[src/design/rv64_control_and_alu_decode_unit_assert.svh]
// Assertion macros for the decode unit.
// ASSERT_CLK checks a property at each rising edge, with reset masking it.
// ASSERT_CLK_ALWAYS checks a property at every rising edge, reset included.
`ifndef RV64_CONTROL_AND_ALU_DECODE_UNIT_ASSERT_SVH
`define RV64_CONTROL_AND_ALU_DECODE_UNIT_ASSERT_SVH

`ifndef SYNTH
`define ASSERT_CLK(label, clk, rst, prop, msg) \
   label: assert property (@(posedge clk) disable iff (rst) prop) else $error(msg);
`define ASSERT_CLK_ALWAYS(label, clk, prop, msg) \
   label: assert property (@(posedge clk) prop) else $error(msg);
`else
`define ASSERT_CLK(label, clk, rst, prop, msg)
`define ASSERT_CLK_ALWAYS(label, clk, prop, msg)
`endif

`endif

[src/design/rcad_pkg.sv]
`timescale 1ns / 1ps
package rcad_pkg;

   localparam logic [6:0] OPC_CUSTOM_MUL = 7'b0000001;
   localparam logic [6:0] OPC_LOAD       = 7'b0000011;
   localparam logic [6:0] OPC_LOAD_FP    = 7'b0000111;
   localparam logic [6:0] OPC_OP_IMM     = 7'b0010011;
   localparam logic [6:0] OPC_AUIPC      = 7'b0010111;
   localparam logic [6:0] OPC_OP_IMM_32  = 7'b0011011;
   localparam logic [6:0] OPC_STORE      = 7'b0100011;
   localparam logic [6:0] OPC_STORE_FP   = 7'b0100111;
   localparam logic [6:0] OPC_OP         = 7'b0110011;
   localparam logic [6:0] OPC_LUI        = 7'b0110111;
   localparam logic [6:0] OPC_OP_32      = 7'b0111011;
   localparam logic [6:0] OPC_MADD       = 7'b1000011;
   localparam logic [6:0] OPC_OP_FP      = 7'b1010011;
   localparam logic [6:0] OPC_BRANCH     = 7'b1100011;
   localparam logic [6:0] OPC_JALR       = 7'b1100111;
   localparam logic [6:0] OPC_JAL        = 7'b1101111;

   localparam logic [6:0] F7_BASE   = 7'b0000000;
   localparam logic [6:0] F7_MULDIV = 7'b0000001;
   localparam logic [6:0] F7_ALT    = 7'b0100000;

   localparam logic [6:0] F7_FADD   = 7'b0000000;
   localparam logic [6:0] F7_FSUB   = 7'b0000100;
   localparam logic [6:0] F7_FMUL   = 7'b0001000;
   localparam logic [6:0] F7_FDIV   = 7'b0001100;
   localparam logic [6:0] F7_FSQRT  = 7'b0101100;
   localparam logic [6:0] F7_FCVT_I = 7'b1100000;
   localparam logic [6:0] F7_FCVT_F = 7'b1101000;
   localparam logic [6:0] F7_FSGNJ  = 7'b0010000;
   localparam logic [6:0] F7_FMINMX = 7'b0010100;
   localparam logic [6:0] F7_FCMP   = 7'b1010000;
   localparam logic [6:0] F7_FMV_WX = 7'b1111000;
   localparam logic [6:0] F7_FMV_XW = 7'b1110000;
   localparam logic [6:0] F7_FMADD  = 7'b1000011;
   localparam logic [6:0] F7_FMSUB  = 7'b1000111;
   localparam logic [6:0] F7_FNMADD = 7'b1001011;
   localparam logic [6:0] F7_FNMSUB = 7'b1001111;

   typedef enum logic [5:0] {
      ALU_NONE      = 6'd0,
      ALU_ADD       = 6'd1,
      ALU_SUB       = 6'd2,
      ALU_MUL       = 6'd3,
      ALU_SLL       = 6'd4,
      ALU_MULH      = 6'd5,
      ALU_SLT       = 6'd6,
      ALU_MULHSU    = 6'd7,
      ALU_SLTU      = 6'd8,
      ALU_MULHU     = 6'd9,
      ALU_XOR       = 6'd10,
      ALU_DIV       = 6'd11,
      ALU_SRL       = 6'd12,
      ALU_SRA       = 6'd13,
      ALU_DIVU      = 6'd14,
      ALU_OR        = 6'd15,
      ALU_REM       = 6'd16,
      ALU_AND       = 6'd17,
      ALU_REMU      = 6'd18,
      ALU_ADDW      = 6'd19,
      ALU_SLLW      = 6'd20,
      ALU_SRLW      = 6'd21,
      ALU_SRAW      = 6'd22,
      ALU_SUBW      = 6'd23,
      ALU_MULW      = 6'd24,
      ALU_DIVW      = 6'd25,
      ALU_DIVUW     = 6'd26,
      ALU_REMW      = 6'd27,
      ALU_REMUW     = 6'd28,
      ALU_FMADD_S   = 6'd29,
      ALU_FADD_S    = 6'd30,
      ALU_FSUB_S    = 6'd31,
      ALU_FMUL_S    = 6'd32,
      ALU_FDIV_S    = 6'd33,
      ALU_FSQRT_S   = 6'd34,
      ALU_FCVT_W_S  = 6'd35,
      ALU_FCVT_WU_S = 6'd36,
      ALU_FCVT_L_S  = 6'd37,
      ALU_FCVT_LU_S = 6'd38,
      ALU_FCVT_S_W  = 6'd39,
      ALU_FCVT_S_WU = 6'd40,
      ALU_FCVT_S_L  = 6'd41,
      ALU_FCVT_S_LU = 6'd42,
      ALU_FSGNJ_S   = 6'd43,
      ALU_FSGNJN_S  = 6'd44,
      ALU_FSGNJX_S  = 6'd45,
      ALU_FMIN_S    = 6'd46,
      ALU_FMAX_S    = 6'd47,
      ALU_FEQ_S     = 6'd48,
      ALU_FLT_S     = 6'd49,
      ALU_FLE_S     = 6'd50,
      ALU_FMV_W_X   = 6'd51,
      ALU_FMV_X_W   = 6'd52,
      ALU_FCLASS_S  = 6'd53,
      ALU_FMSUB_S   = 6'd54,
      ALU_FNMADD_S  = 6'd55,
      ALU_FNMSUB_S  = 6'd56
   } alu_op_type;

   typedef struct packed {
      logic alu_used;
      logic branch_flag;
      logic mem_write;
      logic mem_read;
      logic reg_write;
      logic mem_to_reg;
      logic alu_src_imm;
   } ctrl_flags_type;

   localparam ctrl_flags_type CTRL_NONE   = ctrl_flags_type'(7'h00);
   localparam ctrl_flags_type CTRL_REG    = ctrl_flags_type'(7'h44);
   localparam ctrl_flags_type CTRL_LOAD   = ctrl_flags_type'(7'h0F);
   localparam ctrl_flags_type CTRL_STORE  = ctrl_flags_type'(7'h51);
   localparam ctrl_flags_type CTRL_BRANCH = ctrl_flags_type'(7'h60);
   localparam ctrl_flags_type CTRL_IMM    = ctrl_flags_type'(7'h45);
   localparam ctrl_flags_type CTRL_JAL    = ctrl_flags_type'(7'h24);
   localparam ctrl_flags_type CTRL_JALR   = ctrl_flags_type'(7'h25);

endpackage

[src/design/rcad_req_if.sv]
`timescale 1ns / 1ps
interface rcad_req_if;
   logic        valid;
   logic        ready;
   logic [31:0] instruction;

   modport source (output valid, output instruction, input ready);
   modport sink   (input valid, input instruction, output ready);
endinterface

[src/design/rcad_rsp_if.sv]
`timescale 1ns / 1ps
interface rcad_rsp_if;
   import rcad_pkg::*;

   logic       valid;
   logic       ready;
   logic       alu_src_imm;
   logic       mem_to_reg;
   logic       reg_write;
   logic       mem_read;
   logic       mem_write;
   logic       branch_flag;
   logic       alu_used;
   alu_op_type alu_operation;

   modport source (
      output valid, output alu_src_imm, output mem_to_reg, output reg_write,
      output mem_read, output mem_write, output branch_flag, output alu_used,
      output alu_operation, input ready
   );
   modport sink (
      input valid, input alu_src_imm, input mem_to_reg, input reg_write,
      input mem_read, input mem_write, input branch_flag, input alu_used,
      input alu_operation, output ready
   );
endinterface

[src/design/rv64_control_and_alu_decode_unit.sv]
`timescale 1ns / 1ps
// RV64 control and ALU decode. Each instruction beat is captured in an input
// register, decoded by the opcode/funct logic and held in the result register:
// a beat moves from the input register into the result register, and one
// beat is taken every cycle while the result side keeps up. The input
// register frees whenever the result register is empty or is being drained;
// a waiting result stalls the input register, and a full one refuses new beats.
module rv64_control_and_alu_decode_unit (
   input logic         clock,
   input logic         reset,
   rcad_req_if.sink    req_chan,
   rcad_rsp_if.source  rsp_chan
);
   import rcad_pkg::*;

`include "rv64_control_and_alu_decode_unit_assert.svh"

   logic           s1_valid_ff;
   logic           s1_valid_in;
   logic [31:0]    s1_instr_ff;
   logic           rsp_valid_ff;
   logic           rsp_valid_in;
   ctrl_flags_type rsp_flags_ff;
   alu_op_type     rsp_op_ff;

   logic           req_take;
   logic           s1_advance;
   logic [6:0]     opcode;
   logic [2:0]     funct3;
   logic [4:0]     funct5;
   logic [6:0]     funct7;
   ctrl_flags_type dec_flags;
   alu_op_type     dec_op;

   assign s1_advance     = !rsp_valid_ff || rsp_chan.ready;
   assign req_chan.ready = !s1_valid_ff || s1_advance;
   assign req_take       = req_chan.valid && req_chan.ready;

   assign s1_valid_in  = req_take || (s1_valid_ff && !s1_advance);
   assign rsp_valid_in = s1_advance ? s1_valid_ff : rsp_valid_ff;

   always_ff @(posedge clock) begin
      if (reset) begin
         s1_valid_ff  <= 1'b0;
         rsp_valid_ff <= 1'b0;
      end else begin
         s1_valid_ff  <= s1_valid_in;
         rsp_valid_ff <= rsp_valid_in;
      end
   end

   always_ff @(posedge clock) begin
      if (req_take) begin
         s1_instr_ff <= req_chan.instruction;
      end
      if (s1_advance && s1_valid_ff) begin
         rsp_flags_ff <= dec_flags;
         rsp_op_ff    <= dec_op;
      end
   end

   assign opcode = s1_instr_ff[6:0];
   assign funct3 = s1_instr_ff[14:12];
   assign funct5 = s1_instr_ff[24:20];
   assign funct7 = s1_instr_ff[31:25];

   always_comb begin
      unique case (opcode)
         OPC_OP:         dec_flags = CTRL_REG;
         OPC_LOAD:       dec_flags = CTRL_LOAD;
         OPC_STORE:      dec_flags = CTRL_STORE;
         OPC_BRANCH:     dec_flags = CTRL_BRANCH;
         OPC_OP_IMM:     dec_flags = CTRL_IMM;
         OPC_LUI:        dec_flags = CTRL_IMM;
         OPC_AUIPC:      dec_flags = CTRL_IMM;
         OPC_JAL:        dec_flags = CTRL_JAL;
         OPC_JALR:       dec_flags = CTRL_JALR;
         OPC_CUSTOM_MUL: dec_flags = CTRL_REG;
         OPC_LOAD_FP:    dec_flags = CTRL_LOAD;
         OPC_STORE_FP:   dec_flags = CTRL_STORE;
         OPC_OP_FP:      dec_flags = CTRL_REG;
         default:        dec_flags = CTRL_NONE;
      endcase
   end

   always_comb begin
      dec_op = ALU_NONE;
      unique case (opcode)
         OPC_OP: begin
            if (funct7 == F7_BASE) begin
               unique case (funct3)
                  3'd0:    dec_op = ALU_ADD;
                  3'd1:    dec_op = ALU_SLL;
                  3'd2:    dec_op = ALU_SLT;
                  3'd3:    dec_op = ALU_SLTU;
                  3'd4:    dec_op = ALU_XOR;
                  3'd5:    dec_op = ALU_SRL;
                  3'd6:    dec_op = ALU_OR;
                  default: dec_op = ALU_AND;
               endcase
            end else if (funct7 == F7_MULDIV) begin
               unique case (funct3)
                  3'd0:    dec_op = ALU_MUL;
                  3'd1:    dec_op = ALU_MULH;
                  3'd2:    dec_op = ALU_MULHSU;
                  3'd3:    dec_op = ALU_MULHU;
                  3'd4:    dec_op = ALU_DIV;
                  3'd5:    dec_op = ALU_DIVU;
                  3'd6:    dec_op = ALU_REM;
                  default: dec_op = ALU_REMU;
               endcase
            end else if (funct7 == F7_ALT && funct3 == 3'd0) begin
               dec_op = ALU_SUB;
            end else if (funct7 == F7_ALT && funct3 == 3'd5) begin
               dec_op = ALU_SRA;
            end
         end
         OPC_OP_IMM: begin
            unique case (funct3)
               3'd0: dec_op = ALU_ADD;
               3'd1: dec_op = ALU_SLL;
               3'd2: dec_op = ALU_SLT;
               3'd3: dec_op = ALU_SLTU;
               3'd4: dec_op = ALU_XOR;
               3'd5: begin
                  if (funct7 == F7_BASE) begin
                     dec_op = ALU_SRL;
                  end else if (funct7 == F7_ALT) begin
                     dec_op = ALU_SRA;
                  end
               end
               3'd6:    dec_op = ALU_OR;
               default: dec_op = ALU_AND;
            endcase
         end
         OPC_BRANCH: begin
            unique case (funct3)
               3'd0, 3'd1: dec_op = ALU_SUB;
               3'd4, 3'd5: dec_op = ALU_SLT;
               3'd6, 3'd7: dec_op = ALU_SLTU;
               default:    dec_op = ALU_NONE;
            endcase
         end
         OPC_LOAD, OPC_STORE, OPC_JALR, OPC_JAL, OPC_LUI, OPC_AUIPC: begin
            dec_op = ALU_ADD;
         end
         OPC_OP_IMM_32: begin
            if (funct3 == 3'd0) begin
               dec_op = ALU_ADDW;
            end else if (funct3 == 3'd1) begin
               dec_op = ALU_SLLW;
            end else if (funct3 == 3'd5 && funct7 == F7_BASE) begin
               dec_op = ALU_SRLW;
            end else if (funct3 == 3'd5 && funct7 == F7_ALT) begin
               dec_op = ALU_SRAW;
            end
         end
         OPC_OP_32: begin
            unique case (funct3)
               3'd0: begin
                  if (funct7 == F7_BASE) begin
                     dec_op = ALU_ADDW;
                  end else if (funct7 == F7_ALT) begin
                     dec_op = ALU_SUBW;
                  end else if (funct7 == F7_MULDIV) begin
                     dec_op = ALU_MULW;
                  end
               end
               3'd1: dec_op = ALU_SLLW;
               3'd4: dec_op = (funct7 == F7_MULDIV) ? ALU_DIVW : ALU_NONE;
               3'd5: begin
                  if (funct7 == F7_BASE) begin
                     dec_op = ALU_SRLW;
                  end else if (funct7 == F7_ALT) begin
                     dec_op = ALU_SRAW;
                  end else if (funct7 == F7_MULDIV) begin
                     dec_op = ALU_DIVUW;
                  end
               end
               3'd6:    dec_op = (funct7 == F7_MULDIV) ? ALU_REMW : ALU_NONE;
               3'd7:    dec_op = (funct7 == F7_MULDIV) ? ALU_REMUW : ALU_NONE;
               default: dec_op = ALU_NONE;
            endcase
         end
         OPC_MADD: dec_op = ALU_FMADD_S;
         OPC_OP_FP: begin
            unique case (funct7)
               F7_FADD:  dec_op = ALU_FADD_S;
               F7_FSUB:  dec_op = ALU_FSUB_S;
               F7_FMUL:  dec_op = ALU_FMUL_S;
               F7_FDIV:  dec_op = ALU_FDIV_S;
               F7_FSQRT: dec_op = ALU_FSQRT_S;
               F7_FCVT_I: begin
                  unique case (funct5)
                     5'd0:    dec_op = ALU_FCVT_W_S;
                     5'd1:    dec_op = ALU_FCVT_WU_S;
                     5'd2:    dec_op = ALU_FCVT_L_S;
                     5'd3:    dec_op = ALU_FCVT_LU_S;
                     default: dec_op = ALU_NONE;
                  endcase
               end
               F7_FCVT_F: begin
                  unique case (funct5)
                     5'd0:    dec_op = ALU_FCVT_S_W;
                     5'd1:    dec_op = ALU_FCVT_S_WU;
                     5'd2:    dec_op = ALU_FCVT_S_L;
                     5'd3:    dec_op = ALU_FCVT_S_LU;
                     default: dec_op = ALU_NONE;
                  endcase
               end
               F7_FSGNJ: begin
                  unique case (funct3)
                     3'd0:    dec_op = ALU_FSGNJ_S;
                     3'd1:    dec_op = ALU_FSGNJN_S;
                     3'd2:    dec_op = ALU_FSGNJX_S;
                     default: dec_op = ALU_NONE;
                  endcase
               end
               F7_FMINMX: begin
                  unique case (funct3)
                     3'd0:    dec_op = ALU_FMIN_S;
                     3'd1:    dec_op = ALU_FMAX_S;
                     default: dec_op = ALU_NONE;
                  endcase
               end
               F7_FCMP: begin
                  unique case (funct3)
                     3'd2:    dec_op = ALU_FEQ_S;
                     3'd1:    dec_op = ALU_FLT_S;
                     3'd0:    dec_op = ALU_FLE_S;
                     default: dec_op = ALU_NONE;
                  endcase
               end
               F7_FMV_WX: dec_op = ALU_FMV_W_X;
               F7_FMV_XW: begin
                  unique case (funct3)
                     3'd0:    dec_op = ALU_FMV_X_W;
                     3'd1:    dec_op = ALU_FCLASS_S;
                     default: dec_op = ALU_NONE;
                  endcase
               end
               F7_FMADD:  dec_op = ALU_FMADD_S;
               F7_FMSUB:  dec_op = ALU_FMSUB_S;
               F7_FNMADD: dec_op = ALU_FNMADD_S;
               F7_FNMSUB: dec_op = ALU_FNMSUB_S;
               default:   dec_op = ALU_NONE;
            endcase
         end
         OPC_LOAD_FP, OPC_STORE_FP: begin
            dec_op = (funct3 == 3'd2 || funct3 == 3'd3) ? ALU_ADD : ALU_NONE;
         end
         default: dec_op = ALU_NONE;
      endcase
   end

   assign rsp_chan.valid         = rsp_valid_ff;
   assign rsp_chan.alu_src_imm   = rsp_flags_ff.alu_src_imm;
   assign rsp_chan.mem_to_reg    = rsp_flags_ff.mem_to_reg;
   assign rsp_chan.reg_write     = rsp_flags_ff.reg_write;
   assign rsp_chan.mem_read      = rsp_flags_ff.mem_read;
   assign rsp_chan.mem_write     = rsp_flags_ff.mem_write;
   assign rsp_chan.branch_flag   = rsp_flags_ff.branch_flag;
   assign rsp_chan.alu_used      = rsp_flags_ff.alu_used;
   assign rsp_chan.alu_operation = rsp_op_ff;

   `ASSERT_CLK(a_take_fills_s1, clock, reset, req_take |=> s1_valid_ff, "accepted beat lost")
   `ASSERT_CLK(a_s1_holds, clock, reset, (s1_valid_ff && !s1_advance) |=> $stable(s1_instr_ff), "stalled instruction changed")
   `ASSERT_CLK(a_s1_to_rsp, clock, reset, (s1_valid_ff && s1_advance) |=> rsp_valid_ff, "decoded beat dropped")
   `ASSERT_CLK(a_mem_uses_add, clock, reset, (rsp_valid_ff && (rsp_flags_ff.mem_read || rsp_flags_ff.mem_write)) |-> (rsp_op_ff == ALU_ADD || rsp_op_ff == ALU_NONE), "memory access without address add")

endmodule
[src/flat_wrapper.sv]
// flat-port wrapper written by rule: the top's interface ports become plain ports
module rv64_control_and_alu_decode_unit_flat import rcad_pkg::*;
  (clock, reset, req_chan_valid, req_chan_instruction, req_chan_ready, rsp_chan_valid, rsp_chan_alu_src_imm, rsp_chan_mem_to_reg, rsp_chan_reg_write, rsp_chan_mem_read, rsp_chan_mem_write, rsp_chan_branch_flag, rsp_chan_alu_used, rsp_chan_alu_operation, rsp_chan_ready);
  rcad_req_if req_chan_i ();
  rcad_rsp_if rsp_chan_i ();
  input logic clock;
  input logic reset;
  input wire logic [$bits(req_chan_i.valid)-1:0] req_chan_valid;
  input wire logic [$bits(req_chan_i.instruction)-1:0] req_chan_instruction;
  output wire logic [$bits(req_chan_i.ready)-1:0] req_chan_ready;
  output wire logic [$bits(rsp_chan_i.valid)-1:0] rsp_chan_valid;
  output wire logic [$bits(rsp_chan_i.alu_src_imm)-1:0] rsp_chan_alu_src_imm;
  output wire logic [$bits(rsp_chan_i.mem_to_reg)-1:0] rsp_chan_mem_to_reg;
  output wire logic [$bits(rsp_chan_i.reg_write)-1:0] rsp_chan_reg_write;
  output wire logic [$bits(rsp_chan_i.mem_read)-1:0] rsp_chan_mem_read;
  output wire logic [$bits(rsp_chan_i.mem_write)-1:0] rsp_chan_mem_write;
  output wire logic [$bits(rsp_chan_i.branch_flag)-1:0] rsp_chan_branch_flag;
  output wire logic [$bits(rsp_chan_i.alu_used)-1:0] rsp_chan_alu_used;
  output wire logic [$bits(rsp_chan_i.alu_operation)-1:0] rsp_chan_alu_operation;
  input wire logic [$bits(rsp_chan_i.ready)-1:0] rsp_chan_ready;
  assign req_chan_i.valid = req_chan_valid;
  assign req_chan_i.instruction = req_chan_instruction;
  assign req_chan_ready = req_chan_i.ready;
  assign rsp_chan_valid = rsp_chan_i.valid;
  assign rsp_chan_alu_src_imm = rsp_chan_i.alu_src_imm;
  assign rsp_chan_mem_to_reg = rsp_chan_i.mem_to_reg;
  assign rsp_chan_reg_write = rsp_chan_i.reg_write;
  assign rsp_chan_mem_read = rsp_chan_i.mem_read;
  assign rsp_chan_mem_write = rsp_chan_i.mem_write;
  assign rsp_chan_branch_flag = rsp_chan_i.branch_flag;
  assign rsp_chan_alu_used = rsp_chan_i.alu_used;
  assign rsp_chan_alu_operation = rsp_chan_i.alu_operation;
  assign rsp_chan_i.ready = rsp_chan_ready;
  rv64_control_and_alu_decode_unit u_core (.clock(clock), .reset(reset), .req_chan(req_chan_i), .rsp_chan(rsp_chan_i));
endmodule
[config.mk]
export PLATFORM = sky130hd
export DESIGN_NAME = rv64_control_and_alu_decode_unit_flat
export DESIGN_NICKNAME = d
export VERILOG_FILES = /design/src/design/rcad_pkg.sv /design/src/design/rcad_req_if.sv /design/src/design/rcad_rsp_if.sv /design/src/design/rv64_control_and_alu_decode_unit.sv /design/src/flat_wrapper.sv
export VERILOG_INCLUDE_DIRS = /design/src /design/src/design
export SDC_FILE = /design/constraint.sdc
export NUM_CORES = 1
export LEC_CHECK = 0
export BUFFER_PORTS_ARGS = -buffer_cell sky130_fd_sc_hd__buf_4
export CAP_MARGIN = 30
export CORE_MARGIN = 5
export CORE_UTILIZATION = 45
export DETAILED_ROUTE_END_ITERATION = 6
export GPL_ROUTABILITY_DRIVEN = 1
export MAX_ROUTING_LAYER = met4
export PLACE_DENSITY_LB_ADDON = 0.2
export REMOVE_ABC_BUFFERS = 1
export SLEW_MARGIN = 10
export SYNTH_ARGS = -nofsm -noshare
export SYNTH_HDL_FRONTEND = slang
export SYNTH_SLANG_ARGS = --single-unit
[constraint.sdc]
create_clock -name clock -period 3.4 [get_ports clock]
set_input_delay 0.85 -clock clock [delete_from_list [all_inputs] [get_ports clock]]
set_output_delay 0.85 -clock clock [all_outputs]
set_load 0.03 [all_outputs]
==> results of run 1 <==
## worst max-delay path: stages (launching register included)
cell and delay (ps):
sky130_fd_sc_hd__edfxtp_1 560, sky130_fd_sc_hd__or4_1 580, sky130_fd_sc_hd__or3_4 370, sky130_fd_sc_hd__nor2_2 120
sky130_fd_sc_hd__nor4_1 80, sky130_fd_sc_hd__or4_1 490, sky130_fd_sc_hd__or3_1 330
## cell type report
| class | count | area share (%) |
|---|---|---|
| Multi-Input combinational cell | 216 | 42.97 |
| Sequential cell | 36 | 36.92 |
| Timing Repair Buffer | 50 | 13.06 |
| Tap cell | 70 | 3.047 |
| Clock buffer | 6 | 2.525 |
| Inverter | 8 | 1.045 |
| Clock inverter | 2 | 0.4353 |
## sequential cells by signal, summed over array words and instances (netlist names)
register	flops
u_core.s1_instr_ff	22
u_core.rsp_chan.alu_operation	6
u_core.rsp_chan.alu_src_imm	1
u_core.rsp_chan.alu_used	1
u_core.rsp_chan.branch_flag	1
u_core.rsp_chan.mem_read	1
u_core.rsp_chan.mem_write	1
u_core.rsp_chan.reg_write	1
u_core.rsp_chan.valid	1
u_core.s1_valid_ff	1
## metal layers
layer  vias to the layer above  track usage (%)  wire length, um
met2                       143            25.66             2719
li1                       1133                -                -
met1                      1046            23.80             2651
met3                        15            4.442              567
met4                         0            5.263              116
met5                         -                -                0
## cell families (layout without fill, tap and decap cells)
family	after synthesis	after routing
and+or+nand+nor	134	134
AOI/OAI and AO/OA	77	77
DFF	36	36
buffers and inverters	32	66
xor gates and xnor gates	4	4
muxes	1	1
## layout by cell type, fill, tap and decap left out, drive strengths merged, types with 2 or more instances in the layout
cell type	count
nor4	13
xnor2	3
inv	8
or2	3
a31oi	5
nand3	7
buf	50
a22o	3
o41ai	2
dfxtp	2
o21ai	16
nand2	26
or4	4
clkbuf	6
o21a	4
o22ai	3
nor3	15
o31ai	3
edfxtp	34
o32ai	2
o211ai	2
nand2b	8
nand4	5
a21oi	20
a41oi	3
or3	5
and3	2
nor2b	10
nor2	32
## synth_stat cells (2+ instances only)
library cell	number	area (um^2)
sky130_fd_sc_hd__edfxtp_1	34	1021
sky130_fd_sc_hd__nor2_1	31	116.4
sky130_fd_sc_hd__nand2_1	26	97.59
sky130_fd_sc_hd__a21oi_1	20	100.1
sky130_fd_sc_hd__clkbuf_1	18	67.56
sky130_fd_sc_hd__o21ai_0	16	80.08
sky130_fd_sc_hd__nor3_1	15	75.07
sky130_fd_sc_hd__nor4_1	13	81.33
sky130_fd_sc_hd__nor2b_1	10	62.56
sky130_fd_sc_hd__inv_1	8	30.03
sky130_fd_sc_hd__nand2b_1	8	50.05
sky130_fd_sc_hd__nand3_1	7	35.03
sky130_fd_sc_hd__a31oi_1	5	31.28
sky130_fd_sc_hd__nand4_1	5	31.28
sky130_fd_sc_hd__o21a_1	4	30.03
sky130_fd_sc_hd__or3_1	4	25.02
sky130_fd_sc_hd__or4_1	4	30.03
sky130_fd_sc_hd__a22o_1	3	26.28
sky130_fd_sc_hd__a41oi_1	3	26.28
sky130_fd_sc_hd__buf_1	3	11.26
sky130_fd_sc_hd__o22ai_1	3	18.77
sky130_fd_sc_hd__o31ai_1	3	22.52
sky130_fd_sc_hd__or2_2	3	18.77
sky130_fd_sc_hd__xnor2_1	3	26.28
sky130_fd_sc_hd__and3_1	2	12.51
sky130_fd_sc_hd__dfxtp_1	2	40.04
sky130_fd_sc_hd__o211ai_1	2	15.01
sky130_fd_sc_hd__o32ai_1	2	17.52
sky130_fd_sc_hd__o41ai_1	2	17.52
## per-stage QoR
step	setup slack [ps]	instance area [um^2]	cells	hold WS, ps
floorplan	631.6	2326	260	477.8
global placement	646.0	2789	380	500.1
detailed placement	645.1	2789	380	510.0
CTS	634.5	2874	388	521.4
global route	496.5	2874	388	577.3
finish	608.6	2874	388	516.4
## where the power goes
part           total [uW]  switching [uW]  internal (uW)
Clock                 293             150            143
Combinational         158            89.0           68.9
Sequential            549            36.5            513
Total                1000             276            725
## worst max-delay path by stage
| stage | start | end | slack, ps |
|---|---|---|---|
| 6_report | u_core.s1_instr_ff[27]$_DFFE_PP_ | u_core.rsp_chan.alu_operation[0]$_DFFE_PP_ | 610 |
| 5_1_grt | u_core.s1_instr_ff[27]$_DFFE_PP_ | u_core.rsp_chan.alu_operation[0]$_DFFE_PP_ | 500 |
| 4_1_cts | u_core.s1_instr_ff[27]$_DFFE_PP_ | u_core.rsp_chan.alu_operation[0]$_DFFE_PP_ | 630 |
| 3_5_place_dp | u_core.s1_instr_ff[27]$_DFFE_PP_ | u_core.rsp_chan.alu_operation[0]$_DFFE_PP_ | 650 |
| 3_3_place_gp | u_core.s1_instr_ff[27]$_DFFE_PP_ | u_core.rsp_chan.alu_operation[0]$_DFFE_PP_ | 650 |
| 2_1_floorplan | u_core.s1_instr_ff[28]$_DFFE_PP_ | u_core.rsp_chan.alu_operation[0]$_DFFE_PP_ | 630 |
==> reports/results.txt, run 1 <==
The tools report the post-detailed-placement half-perimeter wirelength as 4.379 mm. Arithmetic-cell share of the synthesized area counting full adders, half adders and majority gates: 0%. The filler cells instantiated in the layout total 460. The type of the worst setup path was reg -> reg. The initial DRC count was 374. Main flop type after synthesis: sky130_fd_sc_hd__edfxtp_1. The worst hold path belongs to the class reg -> reg.

The final critical path takes up 82.10% of the cycle. The site row count came out at 26. The analysis attributes to cell leakage a power of 0.0009996 uW.

The number of hold-slack violations in the final timing report came out at 0. The clock-pin slew on the worst setup and hold paths was 70 ps; the data required time of the worst path was 3430 ps. The count of buffers added on input and output ports is 40. The post-route netlist has 19.81% of its cells at a drive strength greater than 1. The run gives 0 as the post-detailed-route DRC marker count. Register area: 0.001061 mm^2. The die span in y works out to 83.47 um. The synthesized-area fraction occupied by ao, oa, aoi and oai cells is 20.76%, and the final critical path time including I/O delays and setup is 2791 ps. For the sequential element share of the synthesized area, the log shows 43.69%.

Of the total synthesized cell area, the portion taken by XOR and XNOR cells is 1.443%. The number of synthesized register bits is 36. The reg-to-reg setup timing slack was 610 ps. Across the run, the number of max-cap violations was 0.

In the final design database the tool counted 353 nets. The worst voltage drop across the vdd grid came out at 0.2050 mV. For this configuration, the core starts out at a cell density of 46.95%. The power per unit of standard cell area was 348.1 mW/mm^2; the number of setup violations in the final report was 0. The repair_antennas step left the layout with diodes totalling 0. Between clock sinks in the finished design, the worst skew comes to 3.101 ps. Before antenna repair, the detailed router went through 5 iterations. The placer's final routability congestion estimate was 1.038; the max-slew violation count was 0. Clock tree synthesis inserted a total of 5 buffers.

The die covers 0.006966 mm^2. Dividing the detail-routed via count by the number of cells gives 6.023. The via count of the first global-routing pass is 2100, and the actual slew at the worst max-slew pin is 923.4 ps. Summing every instance area after synthesis gives 0.002429 mm^2. Library cell used as clock root buffer: sky130_fd_sc_hd__clkbuf_8. The run gives 2337 as the total number of vias. The combinational family with the most area after synthesis is simple AND/OR/NAND/NOR gates. The number of placed I/O pins came out at 51.

Based on the critical path, the design can be clocked at up to 358.2 MHz. The tools report the footprint of the multi-input gates as 0.001235 mm^2. The number of gates resized after CTS is 0. TritonCTS built the clock tree. The number of cells on the worst reg-to-reg path came out at 6. The flow ran to the end, and the final reports show no timing, DRC or antenna violations.

The total track usage was 17.46%; the post-route core utilization was 55.56%. The largest fanout of any net on the critical path works out to 12. The worst flop-to-flop path endpoint is u_core.rsp_chan.alu_operation[0]$_DFFE_PP_. Synthesized instance count: 284. The number of synthesis warnings was 0. The floorplan die width is 83.47 um, and the post-CTS setup-driven buffer insertion count is 0. The average wire per cell in the routed design was 15.61 um; the post-detailed-routing wire length was 6.055 mm. The first global-routing pass estimated 9.984 mm of wire. The logs give 2 for the number of buffers on the longest clock path and 2 for the number of H-tree branching levels.

For the pin count of the biggest net entering global routing, the log shows 23. Launch point of the worst hold path: u_core.s1_valid_ff$_SDFF_PP0_. After global routing the overflow that remains totals 0. The number of different library cells used by synthesis comes to 54. Along the worst hold path, the cell count comes to 2. CTS saw 36 sinks.

Once detail routing completed, the nets flagged for antenna violations numbered 0. The tools report the hold-fix buffer count after cts as 0. The area share of and/or/nand/nor cells after synthesis is 28.23%, and the initial antenna violation count is 0. STA classifies the critical path startpoint as a register. Area of the placeable core: 0.005172 mm^2.

The count of flip-flops with a built-in enable after synthesis is 34. Setup repair after global routing left no endpoint under its margin. The average instance in the mapped netlist occupies 8.551 um^2. The worst reg2reg path startpoint is u_core.s1_instr_ff[27]$_DFFE_PP_.

Compared with the post-synthesis result, the final layout area differs by 18.34%. For the worst setup path, the data arrival time is 2820 ps. The async set-reset flop share out of synthesis is 0%, and the clock latency on the worst-skew pair is 280 ps. STA classifies the critical path endpoint as a register. Of the post-synthesis cell area, the part taken by muxes is 0.4122%. The path with the worst hold slack has its endpoint at u_core.rsp_chan.valid$_SDFFE_PP0P_. The total power of the final layout came out at 1000 uW.

The setup TNS is 0 ps. The worst pin sits at a relative slew slack of 38.44%.
(Power assumes the default switching activity.)
==> inputs of run 2 (changes only) <==
- ABC_AREA: unset -> 1
- clock period: 3.4 -> 2.6 ns (I/O delays scaled with it)
==> run 2 against run 1 <==
Sequential power rose by 26%. Critical path depth rose by 4. Clock skew rose by 2.2 ps. Setup slack improved by 30 ps. Highest routed layer unchanged. Sequential share of layout area fell by 0.88 points. Total power rose by 27%.
==> reports/results.txt, run 2 <==
IR analysis of the VDD net gives a maximum drop of 0.2753 mV. Fmax: 509.8 MHz. The via count of the first global-routing pass was 2227. The final route contains 2472 vias.

Number of setup violations in the final report: 0. The longest clock path from root to sink contains 2 buffers. The synthesized netlist occupies a cell area of 0.002461 mm^2.

The tools report the type of element capturing the critical path as a register. Leaving out filler cells and counting taps, the final layout contains 482. The data required time of the worst path was 2650 ps. Summed over all layers, the global routing overflow is 0. The top cell types in the final layout, fill and taps aside, are sky130_fd_sc_hd__nand2_1, sky130_fd_sc_hd__nor2_1, sky130_fd_sc_hd__nand3_1, sky130_fd_sc_hd__buf_4.

Most frequent cell after synthesis: sky130_fd_sc_hd__nand2_1. The register with the most flip-flops in the layout has 22 of them. Final critical path time including I/O delays and setup: 1962 ps. The placer's final routability congestion estimate came out at 0.9386. The clock latency on the worst-skew pair is 290 ps. The logs give 5.341 ps for the clock skew after layout and 0 for the post-detailed-route DRC marker count. The post-route netlist has 17.07% of its cells at a drive strength greater than 1. Counting buffers and inverters, the worst setup path is 10 cells deep. For the number of inserted diodes, the log shows 0. Library cell used as clock root buffer: sky130_fd_sc_hd__clkbuf_8. The library cell occupying the most area in the post-synthesis netlist is sky130_fd_sc_hd__edfxtp_1. The first routing iteration left 227 violations.

After clock tree synthesis, the clock-pin slew on the worst setup and hold paths is 80 ps. The number of buffers created by CTS is 5. The core region is 0.005405 mm^2. The largest fanout of any net on the critical path came out at 8. The flow ran to the end, and the final reports show no timing, DRC or antenna violations. The floorplan step defined a die boundary enclosing 0.007048 mm^2. Measured against its own limit, the worst slew margin works out to 61.65%. Buffers added to address setup during post-CTS repair amount to 0.

The run gives 0 ps as the setup TNS. Wires add up to 5.951 mm. For the pin with the worst max-slew slack, the measured transition is 570.9 ps. Measured along the x axis, the die boundary spans 83.96 um. 51 I/O pins were placed. The count of nets left with antenna violations once routing finished came out at 0. In the routed layout, each cell is associated on average with a via count of 5.129.

Of the synthesized area, sequential elements account for 43.11%. At the end of the flow, the number of nets in the layout was 445. The number of port buffers was 40; the max-slew violation count was 0.

Data on the critical path arrives at its endpoint at 2010 ps. The highest-delay cell along the critical path is sky130_fd_sc_hd__edfxtp_1. Number of hold-slack violations in the final timing report: 0. The number of cells on the worst reg-to-reg path is 10, and the hold-critical path depth is 2. Setup repair after global routing left no endpoint under its margin.

Ranked by total cell area, the synthesized netlist is headed by sky130_fd_sc_hd__edfxtp_1, sky130_fd_sc_hd__nand2_1, sky130_fd_sc_hd__nor2_1, sky130_fd_sc_hd__nand3_1, sky130_fd_sc_hd__inv_1. The most used flip-flop cell after synthesis is sky130_fd_sc_hd__edfxtp_1. The first TritonRoute pass finished after 5 iterations. The library cell used most frequently in the layout, excluding fill and tap cells, is sky130_fd_sc_hd__nand2_1. For this design the static power due to leakage is 0.001446 uW. The maximum cell stage delay along the critical path is 510 ps, and the site row count is 27. Synthesis inferred 36 register bits. Once detailed placement completed, the half-perimeter wirelength came to 4.758 mm. Global routing consumed, over all layers together, 18.23% of the routing resources.

The mean instance size in the synthesized netlist came out at 6.799 um^2. The cell class contributing the biggest share of worst-path delay is simple AND/OR/NAND/NOR gates. Counting stages on the worst path, the most repeated cell is sky130_fd_sc_hd__nand2_1.

The die is 83.96 um tall. The tightest min-delay check is of the reg -> reg type. Of the post-synthesis cell area, the dominant cell type holds 41.48%.

Synthesis produced a netlist whose cell count is 362. Counting distinct cell types in the post-synthesis netlist gives 21. Once the floorplan was initialized, standard cells occupied 45.53% of the core. For the reported max-cap violation count, the log shows 0. The number of H-tree branching levels is 2.

Clock tree synthesis found a total of 36 sinks. The portion of the clock cycle consumed by the worst path in the final layout works out to 75.45%. The type of origin of the critical path was a register. Hold repair after CTS inserted 0 buffers.

The pin count of the biggest net entering global routing was 23; the wire length of the first global-routing pass was 10.12 mm. For this run, asynchronously set or reset flops after synthesis account for 0%. The initial antenna violation count was 0; the number of synthesis warnings was 0. The number of gates resized after CTS was 0.

The placed cell count was 474. The count of flip-flops with a built-in enable after synthesis is 34, and the total buffers and inverters traversed by the critical path is 0. The commonest cells after synthesis are sky130_fd_sc_hd__nand2_1, sky130_fd_sc_hd__nor2_1, sky130_fd_sc_hd__nand3_1, sky130_fd_sc_hd__edfxtp_1, sky130_fd_sc_hd__inv_1.

The area growth from synthesis to layout is 19.62%. Dividing the detail-routed wire length by the instance count gives 12.35 um. The type of the worst setup path is reg -> reg. TritonCTS built the clock tree.

The signal on the critical path passes through nor2_1 > nand3_1 > nor2_2 > nand2_1 > nand2_1 > nand2_1 > nand2_1 > nand2_1 > nor2_1 > nand2_1. Ranked by flip-flop count, first place goes to u_core.s1_instr_ff. The power per unit of standard cell area was 431.3 mW/mm^2.
[run 2: report_power, final]
part	internal (uW)	switching [uW]
Combinational	63.5	108
Sequential	666	26.3
Clock	190	216
[run 2: path summary, 6_finish.rpt]
path,to,slack [ps],startpoint
setup / recovery,u_core.rsp_chan.alu_operation[0]$_DFFE_PP_,640,u_core.s1_instr_ff[27]$_DFFE_PP_
setup reg to reg,u_core.rsp_chan.alu_operation[0]$_DFFE_PP_,640,u_core.s1_instr_ff[27]$_DFFE_PP_
hold reg to reg,u_core.rsp_chan.valid$_SDFFE_PP0P_,480,u_core.s1_valid_ff$_SDFF_PP0_
hold / removal,u_core.rsp_chan.valid$_SDFFE_PP0P_,480,u_core.s1_valid_ff$_SDFF_PP0_
[run 2: metrics by stage]
stage	cell area (um^2)	hold slack, ps	utilization, %	total power (uW)	setup slack (ps)
after floorplan	2449	444.8	-	805.8	717.1
after global placement	2854	461.0	52.80	874.2	637.9
after detailed placement	2854	471.0	52.80	875.1	689.9
after CTS	2944	480.4	54.47	1282	684.0
after global routing	2944	490.3	54.47	1340	458.7
final	2944	475.5	54.47	1270	638.4
[run 2: area by class of cell]
class,count,area (um^2)
Clock inverter,3,21.27
Timing Repair Buffer,42,315.3
Tap cell,72,90.09
Fill cell,545,2461
Inverter,41,153.9
Clock buffer,5,68.82
Sequential cell,36,1061
Multi-Input combinational cell,283,1234
[run 2: tightest hold or removal path: cells and delay by family (launching register included)]
| family | cells | cell delay, ps |
|---|---|---|
| flops | 1 | 320 |
| buf+inv | 1 | 60 |
| compound gates | 1 | 60 |
[run 2: cell families (layout without fill, tap and decap cells)]
family	Yosys count	after routing	share of synthesized area (%)
DFF	36	36	43.11
and+or+nand+nor	257	257	44.74
buffers and inverters	43	91	6.762
AOI/OAI and AO/OA	26	26	5.389
[run 2: metal layers]
metal | track usage [%] | share of wire (%)
met2 | 25.45 | 42
met3 | 3.356 | 7.4
met5 | - | 0
met1 | 26.63 | 49
met4 | 5.702 | 1.6
==> inputs of run 3 (changes only) <==
- ABC_AREA: 1 -> 0
- clock period: 2.6 -> 1.8 ns (I/O delays scaled with it)
==> run 3 against run 2 <==
The run now ends with negative setup slack left. Sequential power increased by 44%. Utilization increased by 17 points. Sequential cell count unchanged. Final cell count decreased by 2.5%. Critical path depth decreased by 4. Setup slack got worse by 1400 ps. Maximum frequency decreased by 23%. Combinational power increased to 2.9 times the previous value. Clock skew increased by 1.3 ps. Critical endpoint unchanged. Highest routed layer unchanged.
==> reports/results.txt, run 3 (synthesized netlist as in run 1, its figures left out) <==
The worst register-to-register path begins at u_core.s1_instr_ff[28]$_DFFE_PP_. For this configuration, the core starts out at a cell density of 46.95%. The tools report the via count of the first global-routing pass as 2419. Cells fill 71.58% of the core in the end. Traced cell by cell, the critical path runs through or4_4 > or3_4 > nor2_4 > nor4_1 > or4_1 > or3_1. STA classifies the critical path endpoint as a register.

Summed over all layers, the global routing overflow is 0. The critical path contains buffers and inverters numbering 0 combined. The post-route netlist has 42.00% of its cells at a drive strength greater than 1.

The post-detailed-placement half-perimeter wirelength was 5.668 mm. The flow ran to the end, but the final reports show violations. The type of origin of the critical path was a register.

More flip-flops sit in one register than any other, and that register is u_core.s1_instr_ff. The region available for standard cell placement spans 0.005172 mm^2. The power per unit of standard cell area was 612.4 mW/mm^2.

The run gives 0 as the number of nets still failing antenna checks after routing. The net count reported at finish is 435, and the number of port buffers is 40. TritonCTS built the clock tree. The checks that failed: negative setup slack.

The number of placed I/O pins is 51, and the total leakage power is 0.001464 uW. After detailed routing, the total wire length is 7.649 mm. Across the run, the number of max-cap violations was 0. For the placer's final routability congestion estimate, the log shows 0.9443. The type of the worst setup path was reg -> reg.

The number of iterations in the first detailed-routing pass was 5. 0 antenna diodes ended up in the layout. The maximum cell stage delay along the critical path came out at 550 ps. The worst flop-to-flop path endpoint was u_core.rsp_chan.alu_operation[0]$_DFFE_PP_.

The worst pin sits at a relative slew slack of 63.33%. The clock latency on the worst-skew pair is 290 ps. The tree is rooted in a sky130_fd_sc_hd__clkbuf_8.

The clock passes through at most 2 buffers. The largest individual stage delay along the critical path comes from the cell sky130_fd_sc_hd__or4_4. Once placement finished, the instance area stood at 0.003352 mm^2.

The die covers 0.006966 mm^2. The actual slew at the worst max-slew pin was 545.9 ps. In the layout the commonest cells are sky130_fd_sc_hd__buf_4, sky130_fd_sc_hd__edfxtp_1, sky130_fd_sc_hd__nor2_1, sky130_fd_sc_hd__nand2_1, sky130_fd_sc_hd__a21oi_1. Cell class contributing the biggest share of worst-path delay: simple AND/OR/NAND/NOR gates. The most critical setup path has its endpoint at u_core.rsp_chan.alu_operation[0]$_DFFE_PP_. After routing the design area is 0.003702 mm^2. Dividing the detail-routed wire length by the instance count gives 16.27 um.

The number of hold-slack violations in the final timing report came out at 0. The worst register-to-register path has a depth of 6. The area growth from synthesis to layout is 52.45%, and the number of setup violations in the final report is 6. The flip-flop count of the largest register, all copies and words added was 22. The reg-to-reg setup timing slack was -750 ps; the placed cell count was 455. The instance count on the critical path came out at 6. Global routing consumed, over all layers together, 21.52% of the routing resources. The count of filler cells inserted in the layout came out at 403.

Clock tree synthesis inserted a total of 5 buffers. The fmax was 391.4 MHz. The run gives 266 as the initial DRC count. For the max-slew violation count, the log shows 0. The worst voltage drop across the vdd grid was 0.6799 mV. The final critical path time including I/O delays and setup is 2555 ps, and the final instance count without filler cells is 470. The data required time of the worst path was 1830 ps. Along the worst path, the maximum fanout reaches 2.

The H-tree was split into 2 levels. The per-cell via count in the routed design works out to 5.717. Clock-pin slew was measured on the worst setup and hold paths at 70 ps. Kind of path behind the tightest hold check: in -> reg.

The logs give 36 for the number of clock sinks and -754.6 ps for the smallest setup slack after layout. Tracing the worst setup path back leads to its startpoint at u_core.s1_instr_ff[28]$_DFFE_PP_. Setup repair after global routing could not meet its margin everywhere. The portion of the clock cycle consumed by the worst path in the final layout is 141.9%. Leaving out fill and tap cells, the most frequent cell in the layout is sky130_fd_sc_hd__buf_4. The first global-routing pass estimated 11.80 mm of wire. Entering global routing, the biggest net connects 23 pins. The post-detailed-route DRC marker count was 0; the clock skew after layout was 6.614 ps. The floorplan has 26 rows.

The tools report the total number of vias as 2687. The run gives 0 as the initial antenna violation count. The floorplan step set the die height to 83.47 um. The floorplan die width works out to 83.47 um. The tools report the arrival time at the worst endpoint as 2590 ps.
run 3: report_power, final:
part	switching, uW	internal (uW)
combinational	262	238
clock	284	489
sequential	27.5	967
total	574	1690
run 3: how the worst min path moves through the flow:
stage | from | end | cells past startpoint
5_1_grt | reset | u_core.rsp_chan.valid$_SDFFE_PP0P_ | 2
2_1_floorplan | u_core.s1_valid_ff$_SDFF_PP0_ | u_core.rsp_chan.valid$_SDFFE_PP0P_ | 2
6_report | reset | u_core.rsp_chan.valid$_SDFFE_PP0P_ | 2
3_3_place_gp | u_core.s1_valid_ff$_SDFF_PP0_ | u_core.rsp_chan.valid$_SDFFE_PP0P_ | 2
4_1_cts | reset | u_core.rsp_chan.valid$_SDFFE_PP0P_ | 2
3_5_place_dp | u_core.s1_valid_ff$_SDFF_PP0_ | u_core.rsp_chan.valid$_SDFFE_PP0P_ | 2
run 3: area by class of cell:
type | count | area [um^2] | share of cell area (%)
tap | 70 | 87.58 | 2.366
sequential | 36 | 1061 | 28.66
inverter | 8 | 30.03 | 0.8111
multi-input combinational | 216 | 1384 | 37.38
clock buffer | 7 | 96.34 | 2.602
clock inverter | 1 | 30.03 | 0.8111
timing repair buffer | 132 | 1013 | 27.37
run 3: timing repair:
action                                  in CTS  in global routing
buffers inserted                             3                  5
endpoints found under the setup margin       6                  7
gates resized for setup                     17                 22
endpoints found under the hold margin        0                  0
pin swaps                                    6                  7
hold buffers                                 0                  0
run 3: routing by layer:
layer / wire [um] / track usage, % / vias up
li1: - / - / 1299
met1: 3378 / 29.20 / 1256
met2: 3647 / 32.87 / 116
met3: 497 / 4.837 / 16
met4: 125 / 5.263 / 0
met5: 0 / - / -
run 3: through the flow:
step / power (uW) / setup TNS [ps] / worst slack, ps / hold slack, ps
after floorplan: 1215 / -4448 / -968.4 / 477.8
after global placement: 1454 / -2588 / -722.0 / 488.5
after detailed placement: 1459 / -2459 / -777.4 / 499.3
after CTS: 2245 / -2128 / -744.9 / 314.7
after global routing: 2363 / -2519 / -836.7 / 307.8
final: 2267 / -2086 / -754.6 / 319.9
